==> config.mk <==
export PLATFORM = sky130hd
export DESIGN_NAME = nearest_four_priority_select
export DESIGN_NICKNAME = d
export VERILOG_FILES = /design/src/sv/nfps_pkg.sv /design/src/sv/nfps_dist.sv /design/src/sv/nfps_cell.sv /design/src/sv/nearest_four_priority_select.sv
export SDC_FILE = /design/constraint.sdc
export NUM_CORES = 2
export LEC_CHECK = 0
export BUFFER_PORTS_ARGS = -buffer_cell sky130_fd_sc_hd__buf_2
export CORE_AREA = 3 3 336 338
export CTS_CLUSTER_SIZE = 16
export DETAILED_ROUTE_END_ITERATION = 16
export DIE_AREA = 0 0 339 341
export GPL_TIMING_DRIVEN = 0
export HOLD_SLACK_MARGIN = 0.1
export MAX_ROUTING_LAYER = met4
export PLACE_DENSITY = 0.71
export SETUP_SLACK_MARGIN = 0.2
export SKIP_CTS_REPAIR_TIMING = 1
export SLEW_MARGIN = 20
export SYNTH_ARGS = -nofsm -noshare
export SYNTH_HDL_FRONTEND = slang
export SYNTH_SLANG_ARGS = --single-unit
==> constraint.sdc <==
create_clock -name clk -period 6.9 [get_ports clk]
set_input_delay 2.07 -clock clk [delete_from_list [all_inputs] [get_ports clk]]
set_output_delay 2.07 -clock clk [all_outputs]
set_load 0.02 [all_outputs]
==> src/sv/nfps_pkg.sv <==
// ----------------------------------------------------------------------------
// nfps_pkg
// Shared codes, fixed result widths and the cell control type of the
// nearest-four priority selector.
// ----------------------------------------------------------------------------
package nfps_pkg;

  localparam int MODE_W = 2;

  localparam logic [MODE_W-1:0] MODE_BEGIN  = 2'd0;
  localparam logic [MODE_W-1:0] MODE_OFFER  = 2'd1;
  localparam logic [MODE_W-1:0] MODE_FINISH = 2'd2;

  localparam int OUT_ID_BITS   = 16;
  localparam int OUT_DIST_BITS = 34;
  localparam int OUT_DATA_W    = ((OUT_ID_BITS + OUT_DIST_BITS + 7) / 8) * 8;

  typedef struct packed {
    logic ins;
    logic clr;
  } cell_ctl_t;

endpackage

==> src/sv/nfps_dist.sv <==
// ----------------------------------------------------------------------------
// nfps_dist
// Holds the query position and turns each input beat into a ranking key in a
// three-stage pipeline: coordinate differences, squares, sum.
// ----------------------------------------------------------------------------
module nfps_dist #(
  parameter int COORD_BITS = 16,
  parameter int ID_BITS    = 16
) (
  input  logic                              clk,
  input  logic                              rst_n,
  input  logic                              beat,
  input  logic [nfps_pkg::MODE_W-1:0]       mode,
  input  logic [COORD_BITS-1:0]             pos_x,
  input  logic [COORD_BITS-1:0]             pos_y,
  input  logic [COORD_BITS-1:0]             pos_z,
  input  logic                              is_important,
  input  logic [ID_BITS-1:0]                light_id,
  output logic                              k_vld,
  output logic [nfps_pkg::MODE_W-1:0]       k_mode,
  output logic [2*COORD_BITS+2:0]           k_key,
  output logic [ID_BITS-1:0]                k_id
);
  import nfps_pkg::*;

  localparam int DW     = COORD_BITS + 1;
  localparam int SQ_W   = 2 * COORD_BITS + 1;
  localparam int DIST_W = 2 * COORD_BITS + 2;

  logic [COORD_BITS-1:0] qx_r, qy_r, qz_r;

  logic                     a_vld_r;
  logic [MODE_W-1:0]        a_mode_r;
  logic                     a_imp_r;
  logic [ID_BITS-1:0]       a_id_r;
  logic signed [DW-1:0]     dx_r, dy_r, dz_r;
  logic signed [DW-1:0]     dx_nxt, dy_nxt, dz_nxt;

  logic                     b_vld_r;
  logic [MODE_W-1:0]        b_mode_r;
  logic                     b_imp_r;
  logic [ID_BITS-1:0]       b_id_r;
  logic [SQ_W-1:0]          sx_r, sy_r, sz_r;
  logic signed [2*DW-1:0]   px, py, pz;

  logic                     c_vld_r;
  logic [MODE_W-1:0]        c_mode_r;
  logic [DIST_W:0]          c_key_r;
  logic [ID_BITS-1:0]       c_id_r;
  logic [DIST_W-1:0]        dist_sum;

  assign dx_nxt = $signed({pos_x[COORD_BITS-1], pos_x}) - $signed({qx_r[COORD_BITS-1], qx_r});
  assign dy_nxt = $signed({pos_y[COORD_BITS-1], pos_y}) - $signed({qy_r[COORD_BITS-1], qy_r});
  assign dz_nxt = $signed({pos_z[COORD_BITS-1], pos_z}) - $signed({qz_r[COORD_BITS-1], qz_r});

  assign px = dx_r * dx_r;
  assign py = dy_r * dy_r;
  assign pz = dz_r * dz_r;

  assign dist_sum = DIST_W'(sx_r) + DIST_W'(sy_r) + DIST_W'(sz_r);

  always_ff @(posedge clk) begin
    if (!rst_n) begin
      qx_r    <= '0;
      qy_r    <= '0;
      qz_r    <= '0;
      a_vld_r <= 1'b0;
      b_vld_r <= 1'b0;
      c_vld_r <= 1'b0;
    end else begin
      if (beat && mode == MODE_BEGIN) begin
        qx_r <= pos_x;
        qy_r <= pos_y;
        qz_r <= pos_z;
      end
      a_vld_r <= beat;
      b_vld_r <= a_vld_r;
      c_vld_r <= b_vld_r;
    end
  end

  always_ff @(posedge clk) begin
    a_mode_r <= mode;
    a_imp_r  <= is_important;
    a_id_r   <= light_id;
    dx_r     <= dx_nxt;
    dy_r     <= dy_nxt;
    dz_r     <= dz_nxt;
    b_mode_r <= a_mode_r;
    b_imp_r  <= a_imp_r;
    b_id_r   <= a_id_r;
    sx_r     <= px[SQ_W-1:0];
    sy_r     <= py[SQ_W-1:0];
    sz_r     <= pz[SQ_W-1:0];
    c_mode_r <= b_mode_r;
    c_id_r   <= b_id_r;
    c_key_r  <= {~b_imp_r, dist_sum};
  end

  assign k_vld  = c_vld_r;
  assign k_mode = c_mode_r;
  assign k_key  = c_key_r;
  assign k_id   = c_id_r;

endmodule

==> src/sv/nfps_cell.sv <==
// ----------------------------------------------------------------------------
// nfps_cell
// One slot of the sorted keep list. On an insert it either keeps its entry,
// takes the candidate, or takes its upstream neighbor's entry.
// ----------------------------------------------------------------------------
module nfps_cell #(
  parameter int KEY_W = 35,
  parameter int ID_W  = 16
) (
  input  logic                  clk,
  input  logic                  rst_n,
  input  nfps_pkg::cell_ctl_t   ctl,
  input  logic [KEY_W-1:0]      cand_key,
  input  logic [ID_W-1:0]       cand_id,
  input  logic                  prev_win,
  input  logic                  prev_valid,
  input  logic [KEY_W-1:0]      prev_key,
  input  logic [ID_W-1:0]       prev_id,
  output logic                  win,
  output logic                  valid,
  output logic [KEY_W-1:0]      key,
  output logic [ID_W-1:0]       id
);
  import nfps_pkg::*;

  logic             valid_r;
  logic [KEY_W-1:0] key_r;
  logic [ID_W-1:0]  id_r;

  assign win = !valid_r || (cand_key < key_r);

  always_ff @(posedge clk) begin
    if (!rst_n) begin
      valid_r <= 1'b0;
    end else if (ctl.clr) begin
      valid_r <= 1'b0;
    end else if (ctl.ins && prev_win) begin
      valid_r <= prev_valid;
    end else if (ctl.ins && win) begin
      valid_r <= 1'b1;
    end
  end

  always_ff @(posedge clk) begin
    if (ctl.ins && prev_win) begin
      key_r <= prev_key;
      id_r  <= prev_id;
    end else if (ctl.ins && win) begin
      key_r <= cand_key;
      id_r  <= cand_id;
    end
  end

  assign valid = valid_r;
  assign key   = key_r;
  assign id    = id_r;

endmodule

==> src/sv/nearest_four_priority_select.sv <==
// ----------------------------------------------------------------------------
// nearest_four_priority_select
// Keeps the best KEEP_COUNT candidates, important ones first and nearest
// first within a class, in a chain of slot cells, and emits them on finish.
// ----------------------------------------------------------------------------
// Begin and offer beats are taken one per cycle while no finish holds input;
// each updates the slot chain after passing the three distance stages.
// A finish beat stops input until its last result sits in the output
// register: the finish passes the same distance stages and starts emission,
// and results follow one per cycle while out_tready does not stall them.
// Synchronous active-low reset clears the query to zero and empties the slots.
// ----------------------------------------------------------------------------
module nearest_four_priority_select #(
  parameter int KEEP_COUNT = 4,
  parameter int COORD_BITS = 16,
  parameter int ID_BITS    = 16
) (
  input  logic                                             clk,
  input  logic                                             rst_n,
  input  logic                                             in_tvalid,
  output logic                                             in_tready,
  // pos_x, pos_y, pos_z, light_id, zero pad
  input  logic [((3*COORD_BITS+ID_BITS+7)/8)*8-1:0]        in_tdata,
  // mode, is_important
  input  logic [2:0]                                       in_tuser,
  output logic                                             out_tvalid,
  input  logic                                             out_tready,
  // sel_id, distance_sq, zero pad
  output logic [nfps_pkg::OUT_DATA_W-1:0]                  out_tdata,
  // valid_res, sel_important
  output logic [1:0]                                       out_tuser,
  output logic                                             out_tlast
);
  import nfps_pkg::*;

  localparam int DIST_W = 2 * COORD_BITS + 2;
  localparam int KEY_W  = DIST_W + 1;
  localparam int IDX_W  = (KEEP_COUNT > 1) ? $clog2(KEEP_COUNT) : 1;
  localparam int DWIDE  = (DIST_W > OUT_DIST_BITS) ? DIST_W : OUT_DIST_BITS;
  localparam int IWIDE  = (ID_BITS > OUT_ID_BITS) ? ID_BITS : OUT_ID_BITS;
  localparam int PAD_W  = OUT_DATA_W - OUT_ID_BITS - OUT_DIST_BITS;

  logic                 in_beat;
  logic                 k_vld;
  logic [MODE_W-1:0]    k_mode;
  logic [KEY_W-1:0]     k_key;
  logic [ID_BITS-1:0]   k_id;
  cell_ctl_t            ctl;

  logic [KEEP_COUNT-1:0] win;
  logic [KEEP_COUNT-1:0] slot_valid;
  logic [KEEP_COUNT-1:0] valid_after;
  logic [KEY_W-1:0]      slot_key [KEEP_COUNT];
  logic [ID_BITS-1:0]    slot_id  [KEEP_COUNT];

  logic                  hold_r, hold_nxt;
  logic                  emit_r, emit_nxt;
  logic [IDX_W-1:0]      idx_r, idx_nxt;
  logic                  out_vld_r, out_vld_nxt;
  logic                  load;
  logic                  empty;
  logic                  last_sel;
  logic [KEY_W-1:0]      sel_key;
  logic [DWIDE-1:0]      sel_dist;
  logic [IWIDE-1:0]      sel_idw;

  logic [OUT_ID_BITS-1:0]   o_id_r;
  logic [OUT_DIST_BITS-1:0] o_dist_r;
  logic                     o_res_r, o_imp_r, o_last_r;

  assign in_tready = rst_n && !hold_r;
  assign in_beat   = in_tvalid && in_tready;

  nfps_dist #(
    .COORD_BITS (COORD_BITS),
    .ID_BITS    (ID_BITS)
  ) u_dist (
    .clk          (clk),
    .rst_n        (rst_n),
    .beat         (in_beat),
    .mode         (in_tuser[1:0]),
    .pos_x        (in_tdata[COORD_BITS-1:0]),
    .pos_y        (in_tdata[2*COORD_BITS-1:COORD_BITS]),
    .pos_z        (in_tdata[3*COORD_BITS-1:2*COORD_BITS]),
    .is_important (in_tuser[2]),
    .light_id     (in_tdata[3*COORD_BITS+ID_BITS-1:3*COORD_BITS]),
    .k_vld        (k_vld),
    .k_mode       (k_mode),
    .k_key        (k_key),
    .k_id         (k_id)
  );

  assign ctl.ins = k_vld && (k_mode == MODE_OFFER);
  assign ctl.clr = k_vld && (k_mode == MODE_BEGIN);

  for (genvar i = 0; i < KEEP_COUNT; i++) begin : g_cell
    logic               p_win, p_valid;
    logic [KEY_W-1:0]   p_key;
    logic [ID_BITS-1:0] p_id;

    if (i == 0) begin : g_head
      assign p_win   = 1'b0;
      assign p_valid = 1'b0;
      assign p_key   = '0;
      assign p_id    = '0;
    end else begin : g_link
      assign p_win   = win[i-1];
      assign p_valid = slot_valid[i-1];
      assign p_key   = slot_key[i-1];
      assign p_id    = slot_id[i-1];
    end

    nfps_cell #(
      .KEY_W (KEY_W),
      .ID_W  (ID_BITS)
    ) u_cell (
      .clk        (clk),
      .rst_n      (rst_n),
      .ctl        (ctl),
      .cand_key   (k_key),
      .cand_id    (k_id),
      .prev_win   (p_win),
      .prev_valid (p_valid),
      .prev_key   (p_key),
      .prev_id    (p_id),
      .win        (win[i]),
      .valid      (slot_valid[i]),
      .key        (slot_key[i]),
      .id         (slot_id[i])
    );

    if (i == KEEP_COUNT - 1) begin : g_tail
      assign valid_after[i] = 1'b0;
    end else begin : g_next
      assign valid_after[i] = slot_valid[i+1];
    end
  end

  assign load     = emit_r && (!out_vld_r || out_tready);
  assign empty    = !slot_valid[0];
  assign last_sel = empty || !valid_after[idx_r];
  assign sel_key  = slot_key[idx_r];
  assign sel_dist = DWIDE'(sel_key[DIST_W-1:0]);
  assign sel_idw  = IWIDE'(slot_id[idx_r]);

  always_comb begin
    hold_nxt    = hold_r;
    emit_nxt    = emit_r;
    idx_nxt     = idx_r;
    out_vld_nxt = out_vld_r;
    if (out_vld_r && out_tready) begin
      out_vld_nxt = 1'b0;
    end
    if (in_beat && in_tuser[1:0] == MODE_FINISH) begin
      hold_nxt = 1'b1;
    end
    if (k_vld && k_mode == MODE_FINISH) begin
      emit_nxt = 1'b1;
      idx_nxt  = '0;
    end
    if (load) begin
      out_vld_nxt = 1'b1;
      idx_nxt     = idx_r + 1'b1;
      if (last_sel) begin
        emit_nxt = 1'b0;
        hold_nxt = 1'b0;
      end
    end
  end

  always_ff @(posedge clk) begin
    if (!rst_n) begin
      hold_r    <= 1'b0;
      emit_r    <= 1'b0;
      idx_r     <= '0;
      out_vld_r <= 1'b0;
    end else begin
      hold_r    <= hold_nxt;
      emit_r    <= emit_nxt;
      idx_r     <= idx_nxt;
      out_vld_r <= out_vld_nxt;
    end
  end

  always_ff @(posedge clk) begin
    if (load) begin
      o_last_r <= last_sel;
      if (empty) begin
        o_res_r  <= 1'b0;
        o_imp_r  <= 1'b0;
        o_id_r   <= '0;
        o_dist_r <= '0;
      end else begin
        o_res_r  <= 1'b1;
        o_imp_r  <= ~sel_key[DIST_W];
        o_id_r   <= sel_idw[OUT_ID_BITS-1:0];
        o_dist_r <= sel_dist[OUT_DIST_BITS-1:0];
      end
    end
  end

  assign out_tvalid = out_vld_r;
  assign out_tdata  = {{PAD_W{1'b0}}, o_dist_r, o_id_r};
  assign out_tuser  = {o_imp_r, o_res_r};
  assign out_tlast  = o_last_r;

endmodule
-- After elaboration in Yosys (flattened, before gate mapping)
Index checks and enable logic that the tools add are counted.
- register bits after elaboration: 558
- input bits: 71
- output and inout port bits: 61
- $mul: 3
- equality and inequality tests: 3
- bitwise gates (word level): 4
- $lt $le $gt $ge: 6
- multiplexer cells: 37
- reductions and logical operators: 34
- add/subtract/negate cells: 6
- operators by type and width (kind ; number):
    $mux W35 ; 8
    $lt A35 B35 Y1 ; 4
    $mux W16 ; 8
    $mul A17 B17 Y33 ; 3
    $bmux W35 S2 ; 1
    $sub A16 B16 Y17 ; 3
    $add A33 B33 Y34 ; 1
    $add A34 B33 Y34 ; 1
    $bmux W16 S2 ; 1
    $mux W1 ; 16
    $logic_and A1 B1 Y1 ; 13
    $reduce_bool A2 Y1 ; 5
    $logic_not A1 Y1 ; 7
    $logic_or A1 B1 Y1 ; 6
    $eq A2 B2 Y1 const B ; 2
    $logic_not A2 Y1 ; 2
    $mux W2 ; 2
    $ge A3 B3 Y1 const B ; 1
    $lt A2 B3 Y1 const B ; 1
    $not A1 Y1 ; 3
    $not A2 Y3 ; 1
    $add A2 B1 Y2 const B ; 1
    $bmux W1 S2 ; 1
    $eq A2 B1 Y1 const B ; 1
    $reduce_or A2 Y1 ; 1

-- Logic depth before layout (Yosys ltp)
- depth after elaboration: 7
- depth in mapped cells: 25
- gate-level depth less buffers: 24

-- Hierarchy
From an unflattened synthesis, not the netlist that was laid out.
- cell total of the unflattened synthesis: 5340
- area, all modules: 55680.9 µm²
- modules (own cells, without submodules) (module ; cells each ; instances ; area each (µm²) ; seq. area each (µm²)):
    nfps_dist ; 4162 ; 1 ; 39800.7 ; 5785.5
    nfps_cell ; 241 ; 4 ; 3093.0 ; 1551.5
    nearest_four_priority_select ; 214 ; 1 ; 3508.4 ; 1691.6

-- Worst setup path before layout
No wires, ideal clock.
- path kind: flip-flop to flip-flop
- start: reg u_dist.dz_r[5]
- end: reg u_dist.sz_r[31]
- data required time: 6.828 ns
- buffers on the path: 2
- arrival time: 6.154 ns
- slack: 0.674 ns
- cell stages (with the launch flop): 25
- clock period less this slack: 6.226 ns
- cells stage by stage: dfxtp_1 -> clkbuf_1 -> clkbuf_1 -> nand2_1 -> fa_1 -> inv_1 -> fa_1 -> inv_1 -> fa_1 -> inv_1 -> fa_1 -> fa_1 -> inv_1 -> fa_1 -> inv_1 -> ha_1 -> a21o_1 -> a21oi_1 -> nor2b_1 -> o311a_1 -> a2111oi_4 -> o211ai_1 -> a311o_1 -> a21oi_2 -> xnor2_1
- longest elaborated chain between the ends: 1
- ends and longest elaborated chain (item ; line ; source):
    start: declaration ; nfps_dist.sv:36 ; logic signed [DW-1:0] dx_r, dy_r, dz_r;
    start signal: assignment ; nfps_dist.sv:88 ; dz_r <= dz_nxt;
    $mul A17 B17 Y33 ; nfps_dist.sv:58 ; assign pz = dz_r * dz_r;
    via u_dist.pz[31] ; nfps_dist.sv:44 ; logic signed [2*DW-1:0] px, py, pz;
    end signal: assignment ; nfps_dist.sv:94 ; sz_r <= pz[SQ_W-1:0];
    end: declaration ; nfps_dist.sv:43 ; logic [SQ_W-1:0] sx_r, sy_r, sz_r;
The timed path passes the listed nets, and every way through them passes these cells.
A chain may end at the register's enable or synchronous reset.

-- Final worst setup path
- start: reg u_dist.dy_r[3]
- end: reg u_dist.sy_r[31]
- longest elaborated chain between the ends: 1
- ends and longest elaborated chain (item ; line ; source):
    start: declaration ; nfps_dist.sv:36 ;
    start signal: assignment ; nfps_dist.sv:87 ; dy_r <= dy_nxt;
    $mul A17 B17 Y33 ; nfps_dist.sv:57 ; assign py = dy_r * dy_r;
    via u_dist.py[31] ; nfps_dist.sv:44 ;
    end signal: assignment ; nfps_dist.sv:93 ; sy_r <= py[SQ_W-1:0];
    end: declaration ; nfps_dist.sv:43 ;
The timed path passes the listed nets, and every way through them passes these cells.

==> results.ini <==
[grt]
grt_max_degree=57
grtUsageTotal_pct=22.8
grt_pass1_wl_um=203000
grt_pass1_vias=38500
grt_overflow_total=0
antenna_found_initial=7

[worst_setup_path]
arrival_ns=7.07
critPathRequiredTime_ns=7.45
ff2ff_setup_slack_ns=0.38
setup.worst_path.class=flip-flop to flip-flop
worstSetupEndpointType=flip-flop
setup.worst_path.start_class=flip-flop
cp_max_fo=10

[routing]
wl_per_cell_um=17.9
wirelength_um=125000
viasPerCell=5.18
drt_iter0_markers=2090
firstDrtPassIters=5
drtAntennaViolNets=0
drcViolationCount=0
vias=36200

[final_layout]
fin_cells=6981
diodes=0
final_cell_area_um2=60300
nets=6802
fillers=9608
area_delta_synth_final_pct=10.1
seq_area_um2=13800
drive_gt1_share_pct=12.2
multi_input_area_um2=36200

[clocking]
root_buffer=clkbuf_16
cts_tree=yes
path_clk_slew_ns=0.06
insertion_delay_ns=0.69
cts_buffer_depth=3
cts_buffers=61
numClockSinks=555
htreeDepth=2

[status]
status=finished, final reports clean

[floorplanning]
core_um2=110000
ioPinCount=132
start_util_pct=49.7
die_h_um=341
num_rows=122
die_w_um=339
die_area_um2=116000

[yosys]
yosysWarnings=0
async_flop_share_pct=0
yosysSeqAreaShare_pct=25.0
ys.flop_type=dfxtp_1
synth_cells=5228
synth_cell_types=75
syn_area_um2=54800
synth-edff-count=257
synth_seq_cells=555
syn_avg_cell_area_um2=10.5

[placed_design]
gp_congestion=0.919
dpl_cell_area_um2=57500
dp_cells=6854
dp_hpwl_um=102000
portBuffers=125
post-place-ws_ns=-0.971

[timing]
relSlewSlack_pct=33.2
setup_violations=0
min_period_over_period_pct=94.5
tightest_slew_ns=1.00
skew_ns=0.0385
fmax_ghz=0.153
timing.final.max_slew_violations=0
finalWorstSetupSlack_ns=0.376
rsz0062_at_grt=no
post-route-min-period_ns=6.52
finalHoldViolations=0

[hold_path]
hold_path_class=flip-flop to flip-flop

[flow_run]
drv_cap=0

[cell usage in the layout, fill, tap and decap left out, drive strengths merged, types with 16 or more instances in the layout]
cell / n
and3: 18
edfxtp: 257
nand3: 35
a21oi: 140
clkinv: 20
fa: 819
xor2: 37
inv: 1245
and2: 234
mux4: 51
nand2b: 22
o21bai: 16
dfxtp: 298
nand2: 405
buf: 191
nor3: 33
nand4: 30
a21boi: 63
a21o: 117
clkbuf: 154
o21ai: 77
ha: 472
nor2: 150
mux2: 156
nor2b: 71
o21a: 27
xnor2: 162
[stage by stage]
step | hold WS, ns | setup TNS (ns) | utilization, %
2_1_floorplan | 0.310 | 0 | -
3_3_place_gp | 0.312 | -8.50 | 51.9
3_5_place_dp | 0.312 | -12.49 | 52.1
4_1_cts | 0.312 | -13.86 | 54.1
5_1_grt | 0.322 | 0 | 54.7
6_report | 0.318 | 0 | 54.7
[cell usage after synthesis (18+ instances only)]
cell      number  share of area [%]
clkbuf_1     101               0.69
mux4_2        51                2.1
nand2b_1      22               0.25
nor2b_1       71               0.81
and2_1       234                2.7
inv_1       1237                8.5
ha_1         472                 11
nand4_1       30               0.34
a21oi_1      137                1.3
mux2_2       150                3.1
nor2_1       150                1.0
a21o_1       117                1.6
nand3_1       35               0.32
xor2_1        37               0.59
o21a_1        27               0.37
xnor2_1      162                2.6
nand2_1      405                2.8
dfxtp_1      298                 11
nor3_1        33               0.30
fa_1         819                 30
and3_1        18               0.21
edfxtp_1     257                 14
o21ai_0       73               0.67
a21boi_0      62               0.85
[critical path: stages, from the launching register on]
cell,delay (ns)
dfxtp_1,0.67
clkbuf_2,0.37
nand2_1,0.14
fa_1,0.52
inv_1,0.05
fa_1,0.53
inv_1,0.05
fa_1,0.39
inv_1,0.09
fa_1,0.44
fa_1,0.56
inv_1,0.06
fa_1,0.49
inv_1,0.05
ha_1,0.32
and4_1,0.25
a31oi_2,0.14
a211oi_2,0.27
buf_4,0.19
a22oi_2,0.10
nor2_1,0.23
o21ai_0,0.19
a211o_1,0.29
[kinds of logic (layout without fill, tap and decap cells)]
family,Yosys count,count (layout),synth area share [%]
AND/OR/NAND/NOR,1040,1040,9.21
buffers and inverters,1370,1627,9.56
flip-flops,555,555,25.0
AO/OA/AOI/OAI,563,563,7.00
other,1,9,0.00684
adder cells (fa/ha/maj),1291,1291,40.7
XOR/XNOR,199,199,3.18
multiplexers,209,209,5.38
[state kept, by name, indices dropped and copies added, names as in the netlist, 32 cells and up]
register	count
g_cell.u_cell.id	64
g_cell.u_cell.key	140
o_dist_r	34
u_dist.k_key	35
u_dist.sx_r	32
u_dist.sy_r	32
u_dist.sz_r	32
[per-layer routing]
metal | GRT usage, % | wire length, um | vias up
met1 | 29.8 | 53700 | 18100
met5 | - | 0 | -
met4 | 7.36 | 4140 | 0
li1 | - | - | 16900
met3 | 2.93 | 7620 | 216
met2 | 37.1 | 59800 | 1019
[area by class of cell]
class                   count  share of cell area, %
multi-input cells        3311                   59.9
inverters                1237                   7.72
well taps                1488                   3.09
plain buffers             133                   1.34
flip-flops and latches    555                   22.8
repair buffers            141                   1.34
clock buffers              71                   2.73
clock inverters            45                   1.04
[final timing paths]
check	startpoint	end	cells past startpoint
max	u_dist.dy_r[3]	u_dist.sy_r[31]	22
max reg2reg	u_dist.dy_r[3]	u_dist.sy_r[31]	22
min	u_dist.b_mode_r[1]	u_dist.k_mode[1]	0
min reg2reg	u_dist.b_mode_r[1]	u_dist.k_mode[1]	0
Power is left out: the tool's default activity adds up to more than one toggle a clock period on the data nets, which glitch-free logic cannot reach.
